File: src/rtl/bsfd_pkg.sv
// Shared constants and types for the byte-stuffed frame decoder.
// Depends on nothing; every other file of the block imports it.
package bsfd_pkg;

   // Framing and escape codes on the raw stream.
   localparam logic [7:0] MARK_END   = 8'h3c;
   localparam logic [7:0] MARK_ESC   = 8'h3d;
   localparam logic [7:0] MARK_START = 8'h3e;
   localparam logic [7:0] ESC_END    = 8'h2c;
   localparam logic [7:0] ESC_ESC    = 8'h2d;
   localparam logic [7:0] ESC_START  = 8'h2e;

   // Header is type, sequence and a four-byte length.
   localparam int HEADER_BYTES = 6;
   localparam int COUNT_W      = 33;
   localparam int DEFAULT_MIN_BODY_BYTES = 7;

   // Result kinds.
   localparam logic KIND_PAYLOAD = 1'b0;
   localparam logic KIND_STATUS  = 1'b1;

   // Frame status codes. At frame end a bad escape is checked before an
   // escape left open, so the priority does not follow the numbering.
   localparam logic [2:0] ST_OK         = 3'd0;
   localparam logic [2:0] ST_SHORT      = 3'd1;
   localparam logic [2:0] ST_DELIMITER  = 3'd2;
   localparam logic [2:0] ST_ESC_AT_END = 3'd3;
   localparam logic [2:0] ST_BAD_ESC    = 3'd4;
   localparam logic [2:0] ST_BODY_SHORT = 3'd5;
   localparam logic [2:0] ST_SIZE       = 3'd6;
   localparam logic [2:0] ST_CHECKSUM   = 3'd7;

   typedef struct packed {
      logic        emit;
      logic        kind;
      logic [7:0]  payload_byte;
      logic [7:0]  frame_type;
      logic [7:0]  sequence_number;
      logic [31:0] payload_length;
      logic [2:0]  frame_status;
   } bsfd_result_type;

endpackage

File: src/rtl/bsfd_parser.sv
// Frame state and per-word decode: unescaping, header capture, checksum
// and end-of-frame status. Depends on bsfd_pkg.
module bsfd_parser #(
   parameter int MIN_BODY_BYTES = bsfd_pkg::DEFAULT_MIN_BODY_BYTES
) (
   input  logic                      clock,
   input  logic                      reset,
   input  logic                      take,
   input  logic [7:0]                data_byte,
   input  logic                      frame_last,
   output bsfd_pkg::bsfd_result_type rsp_next
);
   import bsfd_pkg::*;

   logic               open_ff, open_in;
   logic               start_ok_ff, start_ok_in;
   logic               esc_pending_ff, esc_pending_in;
   logic               esc_error_ff, esc_error_in;
   logic [COUNT_W-1:0] body_count_ff, body_count_in;
   logic [7:0]         type_ff, type_in;
   logic [7:0]         seq_ff, seq_in;
   logic [31:0]        length_ff, length_in;
   logic [7:0]         sum_ff, sum_in;
   logic [7:0]         cksum_ff, cksum_in;
   logic               cksum_seen_ff, cksum_seen_in;

   logic               have_byte;
   logic [7:0]         body_byte;
   logic [COUNT_W:0]   end_pos;
   logic [COUNT_W:0]   count_ext;
   logic               in_header;
   logic [2:0]         end_status;

   assign end_pos   = (COUNT_W+1)'(HEADER_BYTES) + {2'b00, length_ff};
   assign count_ext = {1'b0, body_count_ff};
   assign in_header = body_count_ff < COUNT_W'(HEADER_BYTES);

   // Status of a frame whose final word is data_byte.
   always_comb begin
      if (!start_ok_ff || data_byte != MARK_END) begin
         end_status = ST_DELIMITER;
      end else if (esc_error_ff) begin
         end_status = ST_BAD_ESC;
      end else if (esc_pending_ff) begin
         end_status = ST_ESC_AT_END;
      end else if (body_count_ff < COUNT_W'(MIN_BODY_BYTES)) begin
         end_status = ST_BODY_SHORT;
      end else if (count_ext <= end_pos || !cksum_seen_ff) begin
         end_status = ST_SIZE;
      end else if (cksum_ff != sum_ff) begin
         end_status = ST_CHECKSUM;
      end else begin
         end_status = ST_OK;
      end
   end

   always_comb begin
      open_in        = open_ff;
      start_ok_in    = start_ok_ff;
      esc_pending_in = esc_pending_ff;
      esc_error_in   = esc_error_ff;
      body_count_in  = body_count_ff;
      type_in        = type_ff;
      seq_in         = seq_ff;
      length_in      = length_ff;
      sum_in         = sum_ff;
      cksum_in       = cksum_ff;
      cksum_seen_in  = cksum_seen_ff;
      have_byte      = 1'b0;
      body_byte      = data_byte;

      rsp_next                 = '0;
      rsp_next.frame_type      = type_ff;
      rsp_next.sequence_number = seq_ff;
      rsp_next.payload_length  = length_ff;

      if (take) begin
         if (frame_last) begin
            rsp_next.emit         = 1'b1;
            rsp_next.kind         = KIND_STATUS;
            rsp_next.frame_status = open_ff ? end_status : ST_SHORT;
            open_in        = 1'b0;
            start_ok_in    = 1'b0;
            esc_pending_in = 1'b0;
            esc_error_in   = 1'b0;
            body_count_in  = '0;
            type_in        = '0;
            seq_in         = '0;
            length_in      = '0;
            sum_in         = '0;
            cksum_in       = '0;
            cksum_seen_in  = 1'b0;
         end else if (!open_ff) begin
            open_in     = 1'b1;
            start_ok_in = (data_byte == MARK_START);
         end else if (!esc_error_ff) begin
            if (esc_pending_ff) begin
               esc_pending_in = 1'b0;
               have_byte      = 1'b1;
               case (data_byte)
                  ESC_END:   body_byte = MARK_END;
                  ESC_ESC:   body_byte = MARK_ESC;
                  ESC_START: body_byte = MARK_START;
                  default: begin
                     esc_error_in = 1'b1;
                     have_byte    = 1'b0;
                  end
               endcase
            end else if (data_byte == MARK_ESC) begin
               esc_pending_in = 1'b1;
            end else begin
               have_byte = 1'b1;
            end
         end

         if (have_byte) begin
            if (body_count_ff == COUNT_W'(0)) begin
               type_in = body_byte;
            end else if (body_count_ff == COUNT_W'(1)) begin
               seq_in = body_byte;
            end else if (in_header) begin
               length_in = {length_ff[23:0], body_byte};
            end

            if (in_header) begin
               sum_in = sum_ff + body_byte;
            end else if (count_ext < end_pos) begin
               sum_in = sum_ff + body_byte;
               if (start_ok_ff) begin
                  rsp_next.emit         = 1'b1;
                  rsp_next.kind         = KIND_PAYLOAD;
                  rsp_next.payload_byte = body_byte;
               end
            end else if (count_ext == end_pos) begin
               cksum_in      = body_byte;
               cksum_seen_in = 1'b1;
            end

            if (body_count_ff != '1) begin
               body_count_in = body_count_ff + COUNT_W'(1);
            end
         end
      end
   end

   always_ff @(posedge clock) begin
      if (reset) begin
         open_ff        <= 1'b0;
         start_ok_ff    <= 1'b0;
         esc_pending_ff <= 1'b0;
         esc_error_ff   <= 1'b0;
         body_count_ff  <= '0;
         type_ff        <= '0;
         seq_ff         <= '0;
         length_ff      <= '0;
         sum_ff         <= '0;
         cksum_ff       <= '0;
         cksum_seen_ff  <= 1'b0;
      end else begin
         open_ff        <= open_in;
         start_ok_ff    <= start_ok_in;
         esc_pending_ff <= esc_pending_in;
         esc_error_ff   <= esc_error_in;
         body_count_ff  <= body_count_in;
         type_ff        <= type_in;
         seq_ff         <= seq_in;
         length_ff      <= length_in;
         sum_ff         <= sum_in;
         cksum_ff       <= cksum_in;
         cksum_seen_ff  <= cksum_seen_in;
      end
   end

endmodule

File: src/rtl/byte_stuffed_frame_decoder_core.sv
// Byte-stuffed frame decoder: raw words in, payload words and one closing
// status word out. An accepted word's result is in the output register in
// the next cycle; throughput is one word per cycle while req_ready is high.
// Synchronous active-high reset clears the frame state and the output valid.
// Depends on bsfd_pkg and bsfd_parser.
module byte_stuffed_frame_decoder_core #(
   parameter int MIN_BODY_BYTES = bsfd_pkg::DEFAULT_MIN_BODY_BYTES
) (
   input  logic        clock,
   input  logic        reset,
   input  logic        req_valid,
   output logic        req_ready,
   input  logic [7:0]  req_data_byte,
   input  logic        req_frame_last,
   output logic        rsp_valid,
   input  logic        rsp_ready,
   output logic        rsp_result_kind,
   output logic [7:0]  rsp_payload_byte,
   output logic [7:0]  rsp_frame_type,
   output logic [7:0]  rsp_sequence_number,
   output logic [31:0] rsp_payload_length,
   output logic [2:0]  rsp_frame_status,
   output logic        rsp_frame_done
);
   import bsfd_pkg::*;

   // The parser updates its frame state on every accepted word and offers
   // at most one result word in the same cycle. That word is captured in
   // the output register. A new word is taken whenever the output register
   // is empty or is being drained this cycle, so a waiting result never
   // stalls the input unless the consumer is also stalling.
   logic            take;
   bsfd_result_type rsp_next;
   bsfd_result_type rsp_ff;
   logic            rsp_valid_ff, rsp_valid_in;

   assign req_ready = !rsp_valid_ff || rsp_ready;
   assign take      = req_valid && req_ready;

   bsfd_parser #(
      .MIN_BODY_BYTES (MIN_BODY_BYTES)
   ) u_parser (
      .clock      (clock),
      .reset      (reset),
      .take       (take),
      .data_byte  (req_data_byte),
      .frame_last (req_frame_last),
      .rsp_next   (rsp_next)
   );

   // Output valid: loaded by a word that yields a result, dropped when the
   // held result is taken and nothing replaces it.
   always_comb begin
      rsp_valid_in = rsp_valid_ff;
      if (take && rsp_next.emit) begin
         rsp_valid_in = 1'b1;
      end else if (rsp_ready) begin
         rsp_valid_in = 1'b0;
      end
   end

   always_ff @(posedge clock) begin
      if (reset) begin
         rsp_valid_ff <= 1'b0;
      end else begin
         rsp_valid_ff <= rsp_valid_in;
      end
   end

   // Payload of the output register needs no reset.
   always_ff @(posedge clock) begin
      if (take && rsp_next.emit) begin
         rsp_ff <= rsp_next;
      end
   end

   assign rsp_valid           = rsp_valid_ff;
   assign rsp_result_kind     = rsp_ff.kind;
   assign rsp_payload_byte    = rsp_ff.payload_byte;
   assign rsp_frame_type      = rsp_ff.frame_type;
   assign rsp_sequence_number = rsp_ff.sequence_number;
   assign rsp_payload_length  = rsp_ff.payload_length;
   assign rsp_frame_status    = rsp_ff.frame_status;
   assign rsp_frame_done      = rsp_ff.kind == KIND_STATUS;

endmodule
File: config.mk
export PLATFORM = sky130hd
export DESIGN_NAME = byte_stuffed_frame_decoder_core
export DESIGN_NICKNAME = d
export VERILOG_FILES = /design/src/rtl/bsfd_pkg.sv /design/src/rtl/bsfd_parser.sv /design/src/rtl/byte_stuffed_frame_decoder_core.sv
export SDC_FILE = /design/constraint.sdc
export NUM_CORES = 1
export LEC_CHECK = 0
export BUFFER_PORTS_ARGS = -buffer_cell sky130_fd_sc_hd__buf_2
export CAP_MARGIN = 20
export CORE_AREA = 2 2 196 121
export DETAILED_ROUTE_END_ITERATION = 6
export DIE_AREA = 0 0 198 123
export MAX_ROUTING_LAYER = met4
export SETUP_SLACK_MARGIN = 0.2
export SLEW_MARGIN = 0
export SYNTH_ARGS = -nofsm -noshare
export SYNTH_HDL_FRONTEND = slang
export SYNTH_SLANG_ARGS = --single-unit
export TNS_END_PERCENT = 20
File: constraint.sdc
create_clock -name clock -period 15.1 [get_ports clock]
set_clock_uncertainty 0.2 [all_clocks]
set_input_delay 3.02 -clock clock [delete_from_list [all_inputs] [get_ports clock]]
set_output_delay 3.02 -clock clock [all_outputs]
set_load 0.005 [all_outputs]
# Word-level counts from Yosys, hierarchy flattened
# Index checks and enable logic that the tools add are counted.
dict set report totals {
  register_bits 163
  word_cells 134
}
dict set report classes {
  n_addsub 3
  magnitude_cmp 4
  n_eq_ne 12
  mux 70
  n_bitwise 6
  reduce_logical 19
}
# op n
set ops {}
lappend ops {{8-bit 2-to-1 mux} 21}
lappend ops {{32-bit 2-to-1 mux} 5}
lappend ops {{33-bit 2-to-1 mux} 3}
lappend ops {{33-bit by 3-bit less-than comparator with 1-bit output, second input constant} 2}
lappend ops {{10-bit 2-to-1 mux} 5}
lappend ops {{8-bit by 6-bit equality test with 1-bit output, second input constant} 5}
lappend ops {{33-bit by 34-bit equality test with 1-bit output} 1}
lappend ops {{33-bit by 34-bit less-or-equal comparator with 1-bit output} 1}
lappend ops {{33-bit by 34-bit less-than comparator with 1-bit output} 1}
lappend ops {{3-bit by 32-bit adder with 33-bit output, first input constant} 1}
lappend ops {{33-bit by 1-bit adder with 33-bit output, second input constant} 1}
lappend ops {{33-bit by 1-bit equality test with 1-bit output, second input constant} 1}
lappend ops {{33-bit logical NOT} 1}
lappend ops {{33-bit inequality test, second input constant} 1}
lappend ops {{1-bit 2-to-1 mux} 28}
lappend ops {{8-bit case mux with 3 select lines} 1}
lappend ops {{3-bit 2-to-1 mux} 5}
lappend ops {{8-bit adder} 1}
lappend ops {{8-bit by 6-bit inequality test with 1-bit output, second input constant} 1}
lappend ops {{8-bit inequality test} 1}
lappend ops {{1-bit NOT} 6}
lappend ops {{2-bit AND reduction} 3}
lappend ops {{3-bit AND reduction} 2}
lappend ops {{5-bit OR reduction} 1}
lappend ops {{8 further kinds} 16}

# Logic depth before layout (Yosys ltp)
# Gate-level depths: netlist (run 1).
dict set report logic_depth {
  ltp_word 14
  mapped_depth 16
  ltp_nobuf 15
}

# By module
# Synthesis (run 1) repeated with hierarchy kept, for this count alone.
dict set report hier_totals {
  cells_unflattened 828
  area_unflattened_um2 8280.4
}
# module n_inst cells_each area_each_um2
set modules_own_cells {}
lappend modules_own_cells {bsfd_parser 1 761 6403.6}
lappend modules_own_cells {byte_stuffed_frame_decoder_core 1 67 1876.8}

# Least setup slack after synthesis (run 1)
# No wires, ideal clock.
dict set report synth_timing {
  kind {input to output}
  from {in rsp_ready}
  to {out req_ready}
  t_arrival_ps 3184
  path_slack_ps 8696
  path_stages 1
  path_cell_list {nand2b_1}
}
dict set report synth_via {
  elab_chain_cells 1
}
# element line_no
set synth_lines {}
lappend synth_lines {{from (decl)} byte_stuffed_frame_decoder_core.sv:16} ;# input logic rsp_ready,
lappend synth_lines {{1-bit logical OR} byte_stuffed_frame_decoder_core.sv:37} ;# assign req_ready = !rsp_valid_ff || rsp_ready;
lappend synth_lines {{to (decl)} byte_stuffed_frame_decoder_core.sv:12} ;# output logic req_ready,
# Every way passes these cells.

# Final worst setup path (run 1)
# Same ends and word-level chain as after synthesis.

==> results of run 1 <==
## worst max-delay path, delay by kind of cell
kind	cells	cell delay, ns
simple gates	1	0.19
buf+inv	2	0.24
## stage by stage
| step | setup slack, ns | area [um2] |
|---|---|---|
| finish | 8.43 | 9380 |
| detailed placement | 8.42 | 8780 |
| global placement | 8.43 | 8780 |
| floorplan | 8.70 | 8190 |
| CTS | 8.42 | 9350 |
| global route | 8.39 | 9380 |
## logic make-up after synthesis
kind of cell | count (synthesis) | share of synthesized area (%)
mux | 4 | 0.504
flops | 163 | 47.2
fa+ha+maj | 46 | 7.12
buf+inv | 79 | 4.11
compound gates | 198 | 16.6
xor+xnor | 43 | 4.60
simple gates | 312 | 19.8
## path summary, 6_finish.rpt
kind	end	slack (ns)	depth (start not counted)
worst max-delay path	req_ready	8.43	3
worst min-delay path	rsp_sequence_number[4]	0.23	0
worst min register to register	rsp_sequence_number[4]	0.23	0
worst max register to register	rsp_payload_length[28]	9.36	16
## routing by layer
layer  vias up  GRT usage [%]
li1       3217              -
met1      3161           28.7
met2       191           25.1
met3        19           3.41
met4         0           4.56
met5         -              -
## final cells by class
cell class / count / area (um2)
Fill cell: 2227 / 13300
Multi-Input combinational cell: 603 / 3990
Sequential cell: 163 / 3860
Timing Repair Buffer: 81 / 440
Clock buffer: 17 / 425
Tap cell: 315 / 394
Clock inverter: 15 / 144
Inverter: 32 / 120
## Yosys cell counts, types with 16 or more instances
master	count	area share [%]
a21oi_1	50	3.1
nand2_1	61	2.8
a22o_1	20	2.1
o21ai_0	28	1.7
xor2_1	29	3.1
clkbuf_1	27	1.2
nand4_1	16	1.2
edfxtp_1	60	22
nand3_1	31	1.9
nor2_1	95	4.4
ha_1	45	6.9
a22oi_1	41	3.8
dfxtp_1	103	25
inv_1	32	1.5
## layout by cell type (no fill, tap or decap), drive strengths merged, types with 5 or more instances in the layout
master,n
dfxtp,103
nor4,14
and2,12
a22o,20
nand2b,6
a21o,6
xnor2,14
clkbuf,17
nand3,31
buf,81
or4,6
edfxtp,60
ha,45
and3,12
nor3,14
xor2,29
o21ai,30
inv,40
a22oi,41
o22ai,9
nor2b,7
a31oi,8
or3,9
a21oi,51
nand2,61
nand4b,5
nor2,95
and4,11
nand4,18
## power breakdown
part,internal [mW],switching (mW),total (mW)
combinational,0.0131,0.0317,0.0449
clock,0.231,0.194,0.426
sequential,0.461,0.00280,0.464
==> flow_metrics.tcl, run 1 <==
set metrics [dict create \
    dr_wl_met2_um 8470 \
    vdd_drop_max_mv 0.0707 \
    worstPathRequired_ns 11.88 \
    slew-limit-headroom_pct 36.1 \
    vias 6588 \
    finalHoldViolCount 0 \
    criticalPathCategory "in2out" \
    clk_transition_reported_paths_ns 0.07 \
    critPathMaxFanout 4 \
    fin_hold_ws_ns 0.225 \
    postCtsHoldBufs 0 \
    syn_area_um2 8190 \
    setup_violations 0 \
    highest_layer "met4" \
    first_global_vias 5942 \
    grt_pass1_wl_um 34000 \
    core_region_area_um2 22700 \
    largest_reg_flops 33 \
    ios 76 \
    utilization_pct 41.4 \
    top_register "u_parser.body_count_ff" \
    drt_pass1_iterations 5 \
    cpPeakStageDelay_ns 0.19 \
    maxSlewViolCount 0 \
    yosysUniqueCellTypes 66 \
    arrival_ns 3.45 \
    fin_tns_setup_ns 0 \
    cpMostUsedCell "buf_2" \
    fin_total_pwr_mw 0.934 \
    crit_path_end_kind "primary output" \
    worstHoldStart "u_parser.seq_ff[4]" \
    fin_nets 957 \
    min_period_ns 6.67 \
    drtIter0Drc 502 \
    yosysWarnings 0 \
    r2r_start "u_parser.length_ff[1]" \
    gp_congestion 0.848 \
    grt_usage_pct 18.8 \
    worstSetupStartpointType "primary input" \
    initial_core_util_pct 36.1 \
    dieWidth_um 198 \
    ys_ff_latch 163 \
    p_leak_nw 3.62 \
    grt_max_degree 77 \
    post-route-period-util_pct 44.2 \
    die_h_um 123 \
    num_rows 43 \
    fin_cells 1226 \
    ant_nets 0 \
    drive_above_1_share_pct 13.9 \
    syn_to_final_growth_pct 14.6 \
    grt_overflow 0 \
    avgSynthCellArea_um2 9.69 \
    cts_inserted_buffers 17 \
    timing.critical_path.from "rsp_ready" \
    hp-class "reg2reg" \
    post_cts_buffers 0 \
    hpwl_um 15000 \
    clock-sinks 163 \
    rsz0062_at_grt "false" \
    synth_ff_type "dfxtp_1" \
    cts_buffer_depth 2 \
    num_antenna_cells 0 \
    max_freq_mhz 150 \
    htreeDepth 4 \
    synth_fp_nets 904 \
    synth_edf_count 60 \
    clock_latency_ns 0.44 \
    io_buffers 75 \
    yosysSeqAreaShare_pct 47.2 \
    cts_tree "yes" \
    wl_met3_um 1430 \
    wl_per_cell_um 17.6 \
    vias_per_cell 5.37 \
    pwr_density_cell_nw_per_um2 99.6 \
    drv_cap 0 \
    placed_cells 1192 \
    syn_inst 845 \
    dieArea_um2 24400 \
    drc_errors 0 \
    outcome "finished, final reports clean" \
    postCtsResizedCells 0 \
    crit_chain "buf_2 -> nand2b_1 -> buf_2" \
    cts_root_buffer "clkbuf_16" \
    wl_um 21500 \
    antenna_found_initial 0 \
    drt-met1-wl_um 11400 \
    worstMarginPinSlew_ns 0.959 \
    postSynth.asyncResetShare_pct 0 \
    cp_slowest_cell "nand2b_1" \
]
No activity file was read; power rests on OpenSTA's default activity.
==> run 2, diff against run 1 <==
ABC_AREA = 1   (was default)
CORE_AREA = 2 2 219 135   (was 2 2 196 121)
DIE_AREA = 0 0 221 137   (was 0 0 198 123)
clock period = 6.5 ns   (was 15.1 ns; I/O delays follow)
==> flow_metrics.tcl, run 2 <==
set metrics [dict create \
    cpPeakStageDelay_ns 0.44 \
    fin_cells 1830 \
    cp_slowest_cell "nand2_2" \
    synth_common_cells "347 x nand2_1, 143 x nand3_1, 138 x inv_1" \
    num_rows 48 \
    htreeDepth 4 \
    maxSlewViolCount 0 \
    hp-class "reg2reg" \
    drt_pass1_iterations 5 \
    largest_reg_flops 33 \
    ant_nets 0 \
    wl_um 31800 \
    antenna_found_initial 1 \
    finalHoldViolCount 0 \
    fin_tns_setup_ns 0 \
    cts_root_buffer "clkbuf_16" \
    gp_congestion 0.976 \
    synth_top_family_by_area "simple AND/OR/NAND/NOR gates" \
    clk_transition_reported_paths_ns 0.07 \
    vias 9657 \
    core_region_area_um2 28300 \
    syn_area_um2 10300 \
    first_global_vias 8569 \
    yosysSeqAreaShare_pct 37.5 \
    syn_inst 1408 \
    synth_xor_area_share_pct 3.82 \
    synth_top_cell_area_share_pct 20.0 \
    post_cts_buffers 0 \
    grt_usage_pct 21.8 \
    grt_overflow 0 \
    postSynth.asyncResetShare_pct 0 \
    synth-compound-area-share_pct 11.6 \
    synth_fp_nets 1467 \
    arrival_ns 4.84 \
    pwr_density_cell_nw_per_um2 222 \
    vdd_drop_max_mv 0.201 \
    fin_total_pwr_mw 2.55 \
    clock-sinks 163 \
    synth_edf_count 60 \
    ios 76 \
    fin_nets 1500 \
    synth.area.mux_share_pct 0 \
    crit_path_end_kind "flip-flop" \
    post-route-period-util_pct 75.5 \
    avgSynthCellArea_um2 7.32 \
    yosysMostFrequentCell "nand2_1" \
    synth_ff_type "dfxtp_1" \
    yosys.area_share.simple_pct 32.6 \
    min_period_ns 4.91 \
    final_common_cell "nand2_1" \
    drtIter0Drc 885 \
    yosysUniqueCellTypes 50 \
    synth_fa_ha_area_share_pct 5.66 \
    drc_errors 0 \
    drive_above_1_share_pct 12.4 \
    max_freq_mhz 204 \
    cts_inserted_buffers 17 \
    die_h_um 137 \
    clock_latency_ns 0.45 \
    initial_core_util_pct 36.4 \
    placed_cells 1796 \
    io_buffers 75 \
    ys_ff_latch 163 \
    slew-limit-headroom_pct 35.0 \
    top_register "u_parser.body_count_ff" \
    syn_to_final_growth_pct 11.7 \
    cts_tree "yes" \
    critPathMaxFanout 42 \
    worstPathRequired_ns 6.43 \
    wl_per_cell_um 17.4 \
    vias_per_cell 5.28 \
    hpwl_um 22300 \
    setup_violations 0 \
    worstMarginPinSlew_ns 0.975 \
    final_cell_mix "345 x nand2_1, 143 x nand3_1, 138 x inv_1" \
    synth_top_cell_by_area "dfxtp_1" \
    outcome "finished, final reports clean" \
    grt_pass1_wl_um 49600 \
    ys_top_cells_by_area "dfxtp_1 20%, edfxtp_1 17%, nand2_1 13%" \
    p_leak_nw 4.72 \
    cts_buffer_depth 2 \
    worstSetupStartpointType "flip-flop" \
    grt_max_degree 81 \
    yosysWarnings 0 \
    drv_cap 0 \
    rsz0062_at_grt "false" \
    criticalPathCategory "reg2reg" \
    dieArea_um2 30300 \
    dieWidth_um 221 \
    postCtsResizedCells 0 \
    fin_hold_ws_ns 0.260 \
    postCtsHoldBufs 0 \
]
[run 2: logic make-up (layout without fill, tap and decap cells)]
logic type,after synthesis,after routing
simple gates,726,726
other cells,0,1
compound gates,214,214
fa+ha+maj,46,46
flops,163,163
buf+inv,214,260
xor+xnor,45,45
[run 2: power breakdown]
group          switching [mW]  internal, mW  leakage, nW
Clock                   0.483         0.616        0.303
Combinational           0.217         0.100         3.00
Sequential             0.0443          1.09         1.42
[run 2: through the flow]
step / util [%] / worst slack [ns] / area [um2]
6_report: 40.7 / 1.59 / 11500
5_1_grt: 40.7 / 1.15 / 11500
4_1_cts: 40.6 / 1.59 / 11500
3_5_place_dp: 38.4 / 1.60 / 10900
3_3_place_gp: 38.4 / 1.73 / 10900
2_1_floorplan: - / 1.46 / 10300
[run 2: final timing paths]
| path | startpoint | endpoint | slack [ns] | depth (start not counted) |
|---|---|---|---|---|
| max | u_parser.length_ff[1] | rsp_payload_length[21] | 1.59 | 25 |
| min | u_parser.type_ff[6] | rsp_frame_type[6] | 0.26 | 0 |
| max reg2reg | u_parser.length_ff[1] | rsp_payload_length[21] | 1.59 | 25 |
| min reg2reg | u_parser.type_ff[6] | rsp_frame_type[6] | 0.26 | 0 |
[run 2: layout make-up]
cell class              instances  area, um2
diodes                          1       2.50
fillers                      2878      16800
well taps                     375        469
multi-input cells            1031       5540
clock buffers                  17        425
inverters                     144        541
flip-flops and latches        163       3860
repair buffers                 84        475
clock inverters                15        191
[run 2: critical path, delay by kind of cell, from the launching register on]
family	cells	cell delay, ns
DFF	1	0.40
xor gates and xnor gates	1	0.17
and+or+nand+nor	18	2.52
buffers and inverters	4	0.69
adders and majority gates	2	0.51
[run 2: per-layer routing]
layer / global-route usage [%] / up-vias / wire (um)
met4: 6.67 / 0 / 603
met1: 32.7 / 4505 / 16000
met5: - / - / 0
li1: - / 4747 / -
met3: 3.63 / 30 / 2550
met2: 29.3 / 375 / 12700
